### config.mk
export PLATFORM = sky130hd
export DESIGN_NAME = divider_timer_with_reload_flat
export DESIGN_NICKNAME = d
export VERILOG_FILES = /design/src/rtl/core/dtr_pkg.sv /design/src/rtl/core/dtr_if.sv /design/src/rtl/core/divider_timer_with_reload.sv /design/src/rtl/core/dtr_useq.sv /design/src/rtl/core/dtr_dpath.sv /design/src/flat_wrapper.sv
export SDC_FILE = /design/constraint.sdc
export NUM_CORES = 1
export LEC_CHECK = 0
export CAP_MARGIN = 5
export CORE_UTILIZATION = 57
export CTS_CLUSTER_DIAMETER = 80
export DETAILED_ROUTE_END_ITERATION = 8
export DONT_BUFFER_PORTS = 1
export HOLD_SLACK_MARGIN = 0.05
export PLACE_DENSITY = 0.8
export SYNTH_ARGS = -nofsm -noshare
export SYNTH_HDL_FRONTEND = slang
export SYNTH_SLANG_ARGS = --single-unit
export TNS_END_PERCENT = 30
### constraint.sdc
create_clock -name clk -period 5.67 [get_ports clk]
set_input_delay 0 -clock clk [delete_from_list [all_inputs] [get_ports clk]]
set_output_delay 0 -clock clk [all_outputs]
set_load 0.05 [all_outputs]
### src/rtl/core/dtr_pkg.sv
// shared types, constants and microcode rom for the divider timer block
// no dependencies
`default_nettype none

package dtr_pkg;

  localparam int unsigned FuncW  = 2;
  localparam int unsigned AddrW  = 16;
  localparam int unsigned ByteW  = 8;
  localparam int unsigned DivW   = 16;
  localparam int unsigned PhaseW = 10;
  localparam int unsigned LenW   = 4;
  localparam int unsigned StepW  = 3;

  typedef logic [StepW-1:0] step_t;

  localparam logic [FuncW-1:0] FUNC_TICK  = 2'd0;
  localparam logic [FuncW-1:0] FUNC_READ  = 2'd1;
  localparam logic [FuncW-1:0] FUNC_WRITE = 2'd2;
  localparam logic [FuncW-1:0] FUNC_NONE  = 2'd3;

  localparam logic [AddrW-1:0] ADDR_DIV   = 16'hFF04;
  localparam logic [AddrW-1:0] ADDR_TIMA  = 16'hFF05;
  localparam logic [AddrW-1:0] ADDR_TMA   = 16'hFF06;
  localparam logic [AddrW-1:0] ADDR_TAC   = 16'hFF07;
  localparam logic [AddrW-1:0] ADDR_IF    = 16'hFF0F;

  localparam logic [LenW-1:0]   CHUNK_MAX   = 4'd10;
  localparam logic [ByteW-1:0]  CTRL_HIGH   = 8'hF8;
  localparam logic [ByteW-1:0]  FLAGS_HIGH  = 8'hE0;
  localparam logic [ByteW-1:0]  UNMAPPED    = 8'hFF;
  localparam int unsigned       CTRL_EN_BIT = 2;
  localparam int unsigned       IRQ_BIT     = 2;

  localparam logic [PhaseW-1:0] MASK_1023 = 10'd1023;
  localparam logic [PhaseW-1:0] MASK_15   = 10'd15;
  localparam logic [PhaseW-1:0] MASK_63   = 10'd63;
  localparam logic [PhaseW-1:0] MASK_255  = 10'd255;

  typedef enum logic [2:0] {
    OP_NONE,
    OP_LATCH,
    OP_TICK_INIT,
    OP_CHUNK,
    OP_READ,
    OP_WRITE,
    OP_EMIT
  } op_t;

  typedef enum logic [2:0] {
    C_ALWAYS,
    C_NO_INPUT,
    C_DISPATCH,
    C_AMT_ZERO,
    C_MORE,
    C_OUT_BUSY
  } cond_t;

  localparam step_t S_FETCH    = 3'd0;
  localparam step_t S_DISPATCH = 3'd1;
  localparam step_t S_TICK     = 3'd2;
  localparam step_t S_CHUNK    = 3'd3;
  localparam step_t S_EMIT     = 3'd4;
  localparam step_t S_READ     = 3'd5;
  localparam step_t S_WRITE    = 3'd6;

  typedef struct packed {
    op_t   op;
    cond_t cond;
    step_t tgt_true;
    step_t tgt_false;
  } uword_t;

  typedef struct packed {
    logic             in_valid;
    logic [FuncW-1:0] func;
    logic             amt_zero;
    logic             more;
    logic             out_busy;
  } status_t;

  function automatic uword_t ucode(input step_t pc);
    uword_t w;
    unique case (pc)
      S_FETCH:    w = '{OP_LATCH,     C_NO_INPUT, S_FETCH, S_DISPATCH};
      S_DISPATCH: w = '{OP_NONE,      C_DISPATCH, S_FETCH, S_FETCH};
      S_TICK:     w = '{OP_TICK_INIT, C_AMT_ZERO, S_EMIT,  S_CHUNK};
      S_CHUNK:    w = '{OP_CHUNK,     C_MORE,     S_CHUNK, S_EMIT};
      S_EMIT:     w = '{OP_EMIT,      C_OUT_BUSY, S_EMIT,  S_FETCH};
      S_READ:     w = '{OP_READ,      C_ALWAYS,   S_EMIT,  S_EMIT};
      S_WRITE:    w = '{OP_WRITE,     C_ALWAYS,   S_EMIT,  S_EMIT};
      default:    w = '{OP_NONE,      C_ALWAYS,   S_FETCH, S_FETCH};
    endcase
    return w;
  endfunction

endpackage

`default_nettype wire

### src/rtl/core/dtr_if.sv
// valid/ready channel interfaces for request and response transactions
// depends on dtr_pkg
`default_nettype none

interface dtr_in_if;
  import dtr_pkg::*;
  logic             valid;
  logic             ready;
  logic [FuncW-1:0] func;
  logic [AddrW-1:0] bus_address;
  logic [ByteW-1:0] write_data;
  logic [ByteW-1:0] cycle_amount;
  modport source (output valid, func, bus_address, write_data, cycle_amount, input ready);
  modport sink (input valid, func, bus_address, write_data, cycle_amount, output ready);
endinterface

interface dtr_out_if;
  import dtr_pkg::*;
  logic             valid;
  logic             ready;
  logic [ByteW-1:0] read_data;
  logic [ByteW-1:0] interrupt_flags;
  modport source (output valid, read_data, interrupt_flags, input ready);
  modport sink (input valid, read_data, interrupt_flags, output ready);
endinterface

`default_nettype wire

### src/rtl/core/divider_timer_with_reload.sv
// top level of the divider timer with counter reload
// depends on dtr_pkg, dtr_if, dtr_useq and dtr_dpath
`default_nettype none

// Divider/timer peripheral driven by a seven-step microprogram. Each request
// transaction yields exactly one response transaction carrying the read byte
// and the interrupt flag byte after the operation. Reads, writes and zero-length
// ticks pass through the fetch, dispatch, operation and emit steps; a tick of
// nonzero amount also runs the chunk step before emit, stepping the timer counter
// one chunk of up to 10 of the amount per clock. A new request is taken only in
// the fetch step; the response register lets the next request enter while a
// response still waits.

module divider_timer_with_reload (
  input wire logic  clk,
  input wire logic  rst,
  dtr_in_if.sink    req,
  dtr_out_if.source rsp
);
  import dtr_pkg::*;

  uword_t  uword;
  status_t status;

  dtr_useq u_useq (
    .clk    (clk),
    .rst    (rst),
    .status (status),
    .uword  (uword)
  );

  dtr_dpath u_dpath (
    .clk    (clk),
    .rst    (rst),
    .uword  (uword),
    .status (status),
    .req    (req),
    .rsp    (rsp)
  );

endmodule

`default_nettype wire

### src/rtl/core/dtr_useq.sv
// microcode sequencer: step counter, control rom and jump logic
// depends on dtr_pkg
`default_nettype none

module dtr_useq (
  input  wire logic             clk,
  input  wire logic             rst,
  input  dtr_pkg::status_t      status,
  output dtr_pkg::uword_t       uword
);
  import dtr_pkg::*;

  step_t pc;
  step_t pc_next;
  logic  take;

  assign uword = ucode(pc);

  always_comb begin
    unique case (uword.cond)
      C_ALWAYS:   take = 1'b1;
      C_NO_INPUT: take = !status.in_valid;
      C_DISPATCH: take = 1'b1;
      C_AMT_ZERO: take = status.amt_zero;
      C_MORE:     take = status.more;
      C_OUT_BUSY: take = status.out_busy;
      default:    take = 1'b1;
    endcase
  end

  always_comb begin
    if (uword.cond == C_DISPATCH) begin
      unique case (status.func)
        FUNC_TICK:  pc_next = S_TICK;
        FUNC_READ:  pc_next = S_READ;
        FUNC_WRITE: pc_next = S_WRITE;
        FUNC_NONE:  pc_next = S_EMIT;
        default:    pc_next = S_EMIT;
      endcase
    end else begin
      pc_next = take ? uword.tgt_true : uword.tgt_false;
    end
  end

  always_ff @(posedge clk) begin
    if (rst) begin
      pc <= S_FETCH;
    end else begin
      pc <= pc_next;
    end
  end

endmodule

`default_nettype wire

### src/rtl/core/dtr_dpath.sv
// datapath: timer registers, chunk step unit, bus access and response register
// depends on dtr_pkg and dtr_if
`default_nettype none

module dtr_dpath (
  input  wire logic        clk,
  input  wire logic        rst,
  input  dtr_pkg::uword_t  uword,
  output dtr_pkg::status_t status,
  dtr_in_if.sink           req,
  dtr_out_if.source        rsp
);
  import dtr_pkg::*;

  logic [DivW-1:0]   divider;
  logic [ByteW-1:0]  timer_count;
  logic [ByteW-1:0]  timer_reload;
  logic [ByteW-1:0]  timer_control;
  logic [ByteW-1:0]  irq_flags;
  logic              irq_delayed;

  logic [FuncW-1:0]  func;
  logic [AddrW-1:0]  addr;
  logic [ByteW-1:0]  wdata;
  logic [ByteW-1:0]  amount;
  logic [ByteW-1:0]  left;
  logic [PhaseW-1:0] phase;
  logic [ByteW-1:0]  rdata;

  logic              out_valid;
  logic [ByteW-1:0]  out_rdata;
  logic [ByteW-1:0]  out_flags;

  logic [LenW-1:0]   len;
  logic [PhaseW-1:0] mask;
  logic [PhaseW:0]   phase_sum;
  logic              step;
  logic [ByteW-1:0]  rd_mux;
  logic              accept;

  assign req.ready = (uword.op == OP_LATCH);
  assign accept    = req.valid && req.ready;

  assign rsp.valid           = out_valid;
  assign rsp.read_data       = out_rdata;
  assign rsp.interrupt_flags = out_flags;

  assign status.in_valid = req.valid;
  assign status.func     = func;
  assign status.amt_zero = (amount == '0);
  assign status.more     = (left > ByteW'(CHUNK_MAX));
  assign status.out_busy = out_valid && !rsp.ready;

  // chunk length and divider carry test
  always_comb begin
    len = (left >= ByteW'(CHUNK_MAX)) ? CHUNK_MAX : left[LenW-1:0];
    unique case (timer_control[1:0])
      2'd0:    mask = MASK_1023;
      2'd1:    mask = MASK_15;
      2'd2:    mask = MASK_63;
      2'd3:    mask = MASK_255;
      default: mask = MASK_1023;
    endcase
    phase_sum = {1'b0, phase & mask} + {1'b0, PhaseW'(len) & mask};
    step      = timer_control[CTRL_EN_BIT] && (phase_sum > {1'b0, mask});
  end

  always_comb begin
    unique case (addr)
      ADDR_DIV:  rd_mux = divider[DivW-1 -: ByteW];
      ADDR_TIMA: rd_mux = timer_count;
      ADDR_TMA:  rd_mux = timer_reload;
      ADDR_TAC:  rd_mux = timer_control | CTRL_HIGH;
      ADDR_IF:   rd_mux = irq_flags | FLAGS_HIGH;
      default:   rd_mux = UNMAPPED;
    endcase
  end

  always_ff @(posedge clk) begin
    if (rst) begin
      divider       <= '0;
      timer_count   <= '0;
      timer_reload  <= '0;
      timer_control <= '0;
      irq_flags     <= '0;
      irq_delayed   <= 1'b0;
      func          <= FUNC_NONE;
      amount        <= '0;
      left          <= '0;
      out_valid     <= 1'b0;
    end else begin
      if (out_valid && rsp.ready) begin
        out_valid <= 1'b0;
      end
      unique case (uword.op)
        OP_LATCH: begin
          if (accept) begin
            func   <= req.func;
            amount <= req.cycle_amount;
          end
        end
        OP_TICK_INIT: begin
          divider <= divider + DivW'(amount);
          left    <= amount;
        end
        OP_CHUNK: begin
          left <= left - ByteW'(len);
          if (irq_delayed) begin
            irq_flags[IRQ_BIT] <= 1'b1;
          end
          irq_delayed <= 1'b0;
          if (step) begin
            if (timer_count == '1) begin
              timer_count <= timer_reload;
              irq_delayed <= 1'b1;
            end else begin
              timer_count <= timer_count + ByteW'(1);
            end
          end
        end
        OP_WRITE: begin
          unique case (addr)
            ADDR_DIV:  divider       <= '0;
            ADDR_TIMA: timer_count   <= wdata;
            ADDR_TMA:  timer_reload  <= wdata;
            ADDR_TAC:  timer_control <= wdata;
            ADDR_IF:   irq_flags     <= wdata;
            default:   ;
          endcase
        end
        OP_EMIT: begin
          if (!status.out_busy) begin
            out_valid <= 1'b1;
          end
        end
        OP_NONE, OP_READ: ;
        default: ;
      endcase
    end
  end

  // payload registers
  always_ff @(posedge clk) begin
    unique case (uword.op)
      OP_LATCH: begin
        rdata <= '0;
        if (accept) begin
          addr  <= req.bus_address;
          wdata <= req.write_data;
        end
      end
      OP_TICK_INIT: phase <= divider[PhaseW-1:0];
      OP_CHUNK:     phase <= phase + PhaseW'(len);
      OP_READ:      rdata <= rd_mux;
      OP_EMIT: begin
        if (!status.out_busy) begin
          out_rdata <= rdata;
          out_flags <= irq_flags;
        end
      end
      OP_NONE, OP_WRITE: ;
      default: ;
    endcase
  end

endmodule

`default_nettype wire

### src/flat_wrapper.sv
// flat-port wrapper written by rule: the top's interface ports become plain ports
module divider_timer_with_reload_flat import dtr_pkg::*;
  (clk, rst, req_valid, req_func, req_bus_address, req_write_data, req_cycle_amount, req_ready, rsp_valid, rsp_read_data, rsp_interrupt_flags, rsp_ready);
  dtr_in_if req_i ();
  dtr_out_if rsp_i ();
  input wire logic clk;
  input wire logic rst;
  input wire logic [$bits(req_i.valid)-1:0] req_valid;
  input wire logic [$bits(req_i.func)-1:0] req_func;
  input wire logic [$bits(req_i.bus_address)-1:0] req_bus_address;
  input wire logic [$bits(req_i.write_data)-1:0] req_write_data;
  input wire logic [$bits(req_i.cycle_amount)-1:0] req_cycle_amount;
  output wire logic [$bits(req_i.ready)-1:0] req_ready;
  output wire logic [$bits(rsp_i.valid)-1:0] rsp_valid;
  output wire logic [$bits(rsp_i.read_data)-1:0] rsp_read_data;
  output wire logic [$bits(rsp_i.interrupt_flags)-1:0] rsp_interrupt_flags;
  input wire logic [$bits(rsp_i.ready)-1:0] rsp_ready;
  assign req_i.valid = req_valid;
  assign req_i.func = req_func;
  assign req_i.bus_address = req_bus_address;
  assign req_i.write_data = req_write_data;
  assign req_i.cycle_amount = req_cycle_amount;
  assign req_ready = req_i.ready;
  assign rsp_valid = rsp_i.valid;
  assign rsp_read_data = rsp_i.read_data;
  assign rsp_interrupt_flags = rsp_i.interrupt_flags;
  assign rsp_i.ready = rsp_ready;
  divider_timer_with_reload u_core (.clk(clk), .rst(rst), .req(req_i), .rsp(rsp_i));
endmodule
# Yosys cells after proc, flatten, opt, wreduce, memory -nomap -nowiden
# Index checks and enable logic that the tools add are counted.
# totals
reg_bits	124
input_bits	38
out_inout_bits	18
word_cells	110
# classes
add_sub_neg	5
order_cmp	3
n_eq_ne	34
mux	25
bitwise	3
reduce_logical	22
# op_table
op	n
12-bit one-hot mux with 7 select lines	1
16-bit == test, second input constant	5
8-bit one-hot mux with 2 select lines	3
10-bit one-hot mux with 4 select lines	1
8-bit one-hot mux with 5 select lines	1
16-bit one-hot mux with 2 select lines	1
3-bit == test, second input constant	8
8-bit 2-to-1 mux	3
10-bit one-hot mux with 2 select lines	1
3-bit by 2-bit == test with 1-bit output, second input constant	6
16-bit by 8-bit adder with 16-bit output	1
16-bit 2-to-1 mux	1
3-bit one-hot mux with 4 select lines	1
2-bit AND reduction	6
10-bit by 10-bit adder with 11-bit output	1
11-bit by 10-bit greater-than comparator with 1-bit output	1
10-bit by 4-bit adder with 10-bit output	1
10-bit bitwise AND	1
4-bit by 10-bit bitwise AND with 10-bit output	1
3-bit by 1-bit == test with 1-bit output, second input constant	3
3-bit 2-to-1 mux	3
8-bit by 1-bit adder with 8-bit output, second input constant	1
2-bit == test, second input constant	4
8-bit == test, second input constant	1
other kinds (18)	36

# Longest topological paths before layout
# depth
ltp_word	8
ltp_mapped	17
depth_no_buf	17

# Hierarchy
# Synthesis repeated with hierarchy kept, for this count alone.
# hier_totals
cells_unflattened	663
area_unflattened_um2	6326.1
# modules_own_cells
mod	instances	cells_per_inst	area_per_inst_um2	seq_area_each_um2
dtr_dpath	1	618	6029.5	3002.9
dtr_useq	1	45	296.5	60.1

# Worst setup path after synthesis
# Ideal clock, no wire load.
# synth_timing
path_kind	reg2reg
start	register u_core.u_dpath.left[4]
end	register u_core.u_dpath.timer_count[0]
setup_time_ps	121
t_arrival_ps	4495
required_time_ps	5549
path_slack_ps	1055
stages_incl_launch_ff	17
path_buffers	0
synth_period_minus_slack_ps	4615
path_cell_list	dfxtp_1 > nor4_1 > nand2_1 > or2_2 > fa_1 > a21o_1 > a21oi_1 > nand3b_1 > nor4_1 > xnor2_1 > ha_1 > nand4_1 > or3_1 > nor3_1 > o22ai_1 > a21oi_2 > mux2_2
# synth_via
elab_chain_len	8
# synth_lines
item	line	rtl
from (decl)	dtr_dpath.sv:26	logic [ByteW-1:0] left;
from (signal assigned)	dtr_dpath.sv:104	left <= amount;
from (signal assigned)	dtr_dpath.sv:107	left <= left - ByteW'(len);
8-bit by 4-bit greater-or-equal comparator with 1-bit output	dtr_dpath.sv:56	len = (left >= ByteW'(CHUNK_MAX)) ? CHUNK_MAX : left[LenW-1:0];
4-bit 2-to-1 mux	dtr_dpath.sv:56	
4-bit by 10-bit bitwise AND with 10-bit output	dtr_dpath.sv:64	phase_sum = {1'b0, phase & mask} + {1'b0, PhaseW'(len) & mask};
10-bit by 10-bit adder with 11-bit output	dtr_dpath.sv:64	
11-bit by 10-bit greater-than comparator with 1-bit output	dtr_dpath.sv:65	step = timer_control[CTRL_EN_BIT] && (phase_sum > {1'b0, mask});
1-bit logical AND	dtr_dpath.sv:65	
2-bit != test (no line)	n/a	
3-bit AND reduction (no line)	n/a	
to (signal assigned)	dtr_dpath.sv:114	timer_count <= timer_reload;
to (signal assigned)	dtr_dpath.sv:117	timer_count <= timer_count + ByteW'(1);
to (signal assigned)	dtr_dpath.sv:124	ADDR_TIMA: timer_count <= wdata;
to (decl)	dtr_dpath.sv:16	logic [ByteW-1:0] timer_count;
# Every way passes these cells.
# A chain may end at the register's enable or synchronous reset.

# Final worst setup path
# layout_timing
start	register u_core.u_dpath.left[2]
end	register u_core.u_dpath.timer_count[3]
# layout_via
elab_chain_len	8
# layout_lines
item	line
8-bit by 4-bit greater-or-equal comparator with 1-bit output	dtr_dpath.sv:56
4-bit 2-to-1 mux (*)	dtr_dpath.sv:56
4-bit by 10-bit bitwise AND with 10-bit output (*)	dtr_dpath.sv:64
10-bit by 10-bit adder with 11-bit output (*)	dtr_dpath.sv:64
11-bit by 10-bit greater-than comparator with 1-bit output (*)	dtr_dpath.sv:65
1-bit logical AND (*)	dtr_dpath.sv:65
2-bit != test (no line) (*)	n/a
3-bit AND reduction (no line) (*)	n/a
# Mark *: on every way between the ends. The rest lies on a longest branch, timed or not.

==> out/summary.log <==
[placed_design] routability-driven placement congestion ratio 0.9135
[synthesis] gate count after technology mapping 649
[routing] Avg Vias per Cell 6.195
[synthesis] part of the Yosys area used for sequential elements 49.19%
[placed_design] count of input and output buffers 0
[finish] share of layout cells above drive strength 1 8.143%
[floorplanning] number of placed I/O pins 56
[floorplanning] horizontal die dimension 106.5 um
[placed_design] Detail Placement HPWL 9845 um
[global_routing] initial antenna violation count 0
[finish] antenna cells 0
[floorplanning] die outline area 11350 um^2
[global_routing] GRT Resource Usage Total 28.44%
[timing] final number of hold-violating endpoints 0
[power_and_ir_drop] reported leakage power 2.838 nW
[finish] highest-count cells in the layout ignoring fill and taps nand2_1 (86), dfxtp_1 (66), a21oi_1 (62), nor2_1 (61), edfxtp_1 (58)
[critical_path] critical-path cell with the highest stage delay a21oi_2
[cts] clock insertion delay at the later pin of the skew report 0.52 ns
[floorplanning] height of the chip 106.5 um
[power_and_ir_drop] total power density per cell area 340.4 nW/um^2
[floorplanning] cell row count 37
[critical_path] Slowest Stage Delay on Critical Path 0.58 ns
[routing] violation count after the first detailed-routing iteration 582
[finish] most frequent standard cell in the layout excluding fill and tap cells nand2_1
[critical_path] Reg2Reg Depth 16
[timing] skew final 0.01109 ns
[cts] TritonCTS clock tree built
[synthesis] most used flip-flop cell after synthesis dfxtp_1
[global_routing] number of global-route vias before repair 5024
[hold_path] number of cells on the worst hold path 1
[synthesis] largest cells by area after synthesis edfxtp_1 (28%), dfxtp_1 (21%), nand2_1 (5.2%), a21oi_1 (5.0%), ha_1 (4.4%)
[timing] TNS Setup 0 ns
[power_and_ir_drop] Worst IR Drop VDD 320.5 uV
[cts] root buf cell clkbuf_8
[cts] # resized after CTS 0
[job] # Max-Cap Violations 0
[finish] final cell area excluding filler cells 7378 um^2
[timing] unrepaired setup endpoints after global routing false
[timing] total setup violations reported at the end of the flow 0
[hold_path] path category of the worst min-delay check input port to flop
[floorplanning] Placeable Area 10460 um^2
[routing] average wire per standard cell 18.11 um
[routing] total routed wirelength 15140 um
[timing] final hold slack 0.09745 ns
[synthesis] cell taking the most area after synthesis edfxtp_1
[critical_path] crit path cell chain o21ai_0 > nand2_1 > or2_2 > fa_1 > a21o_1 > a21oi_1 > nand3b_1 > nor4_1 > xnor2_1 > ha_1 > nand4_1 > or3_1 > nor3_1 > o22ai_1 > a21oi_2 > mux2_2
[placed_design] placed inst area 6317 um^2
[timing] Slew HR 22.58%
[timing] max-slew violation count 0
[critical_path] CP max FO 8
[synthesis] post-synth top area share 27.97%
[finish] signed area change from the synthesized netlist to the final layout 18.49%
[routing] first-pass detailed-route iteration total 6
[cts] buffer depth of the longest clock path 2
[critical_path] signal arrival time at the worst endpoint 5.44 ns
[synthesis] count of different cell masters after synthesis 62
[routing] DRC Markers 0
[timing] time the final worst path needs with I/O delays and setup 5.025 ns
[timing] final critical-path share of the clock period 88.63%
[global_routing] first-pass GRT wire length 24870 um
[timing] achievable clock frequency 199.0 MHz
[critical_path] category of the worst setup path launch point flop
[routing] via count 5179
[cts] number of sinks driven by the clock tree 124
[timing] transition at the pin with the smallest max-transition slack 1.155 ns
[synthesis] synthesis-stage register bit count 124
[synthesis] net count after synthesis 711
[cts] clock-pin slew on the worst setup and hold paths 0.07 ns
[critical_path] category of the critical setup timing path flop to flop
[global_routing] pin count of the biggest net entering global routing 71
[cts] clock buffers created by TritonCTS 17
[synthesis] post-synthesis instance area 6227 um^2
[floorplanning] effective utilization at floorplan 59.52%
[synthesis] Async S/R FF share, synth 0%
[global_routing] Overflow after GRT 0
[critical_path] crit path capture type flop
[finish] NumNets Final 749
[synthesis] number of flops mapped to enable cells by yosys 58
[critical_path] WP data required 6.08 ns
[run_status] run status finished clean
[routing] Antenna Violating Nets Remaining 0
[synthesis] Warnings, synthesis 0
[synthesis] Avg Synthesized Cell Area 9.595 um^2
[cts] number of H-tree levels 4
## stage by stage
| stage | power [mW] | std cells | worst slack (ns) | utilization, % |
|---|---|---|---|---|
| after floorplan | 1.297 | 649 | 1.055 | - |
| after global routing | 2.586 | 836 | 0.3840 | 70.52 |
| after detailed placement | 1.358 | 761 | 0.7902 | 60.38 |
| after global placement | 1.344 | 761 | 1.062 | 60.38 |
| final | 2.512 | 836 | 0.6447 | 70.52 |
| after CTS | 2.506 | 836 | 0.7542 | 70.52 |
## report_power, final
group	switching (mW)	internal, mW
Sequential	0.113	1.03
Combinational	0.148	0.0931
Clock	0.443	0.687
## registers in the layout, summed over array words and instances (netlist names), named ones only
register / count
u_core.u_dpath.func: 2
u_core.u_dpath.irq_flags: 8
u_core.u_dpath.phase: 10
u_core.u_dpath.timer_count: 8
u_core.u_dpath.timer_control: 3
u_core.u_dpath.rsp.interrupt_flags: 8
u_core.u_dpath.divider: 16
u_core.u_dpath.timer_reload: 8
u_core.u_dpath.amount: 8
u_core.u_dpath.irq_delayed: 1
u_core.u_dpath.wdata: 8
u_core.u_dpath.rsp.read_data: 8
u_core.u_useq.pc: 2
u_core.u_dpath.left: 8
u_core.u_dpath.rdata: 8
u_core.u_dpath.rsp.valid: 1
u_core.u_dpath.addr: 16
## cells by family (layout without fill, tap and decap cells)
family / count (synthesis) / in the layout / share of synthesized area (%)
xor gates and xnor gates: 22 / 22 / 3.094
and+or+nand+nor: 256 / 256 / 20.63
buffers and inverters: 45 / 96 / 2.974
DFF: 124 / 124 / 49.19
other: 1 / 1 / 0.06022
adders and majority gates: 24 / 24 / 5.063
muxes: 23 / 23 / 3.797
AOI/OAI and AO/OA: 154 / 154 / 15.19
## critical path, delay by kind of cell, from the launching register on
kind | cells | cell delay [ns]
compound gates | 5 | 1.70
simple gates | 7 | 1.52
fa+ha+maj | 2 | 0.76
mux | 1 | 0.42
flops | 1 | 0.36
xor+xnor | 1 | 0.16
## worst paths after layout
path	slack, ns	endpoint	startpoint
hold / removal	0.1	u_core.u_dpath.wdata[1]	req_write_data[1]
hold reg to reg	0.42	u_core.u_dpath.rsp.read_data[7]	u_core.u_dpath.rdata[7]
setup reg to reg	0.64	u_core.u_dpath.timer_count[3]	u_core.u_dpath.left[2]
setup / recovery	0.64	u_core.u_dpath.timer_count[3]	u_core.u_dpath.left[2]
## cell usage after synthesis (all sizes together), types with 3 or more instances
cell type  instances
or3                5
clkbuf            24
nor4               9
buf                4
o22ai              8
inv               17
nand3b             8
nor3              16
o21a               9
nor3b              4
a31oi              6
xor2              11
nand4              9
o21ai             26
nand3             17
mux2i             18
nor2b             10
a22oi              5
xnor2             11
dfxtp             66
and2               3
a21oi             63
mux2               5
nand2             86
o211ai             3
nand2b            12
a21o               4
a211oi            11
nor2              61
ha                22
o211a              3
and3               6
edfxtp            58
## cell type report
type	count	area [um^2]
Clock buffer	17	414.1
Timing Repair Buffer	47	478.0
Fill cell	761	3084
Tap cell	136	170.2
Clock inverter	15	198.9
Inverter	17	63.81
Sequential cell	124	3063
Multi-Input combinational cell	480	2990
## repair_timing
| item | 4_1_cts | 5_1_grt |
|---|---|---|
| buffers inserted | 0 | 0 |
| hold buffers | 43 | 0 |
| endpoints found under the hold margin | 90 | 0 |
## layer usage
metal / part of all wire, % / GRT usage (%)
met1: 43 / 38.12
met2: 46 / 45.64
met3: 8.5 / 5.947
met4: 2.1 / 10.18
met5: 0 / 0
(Power assumes the default switching activity.)
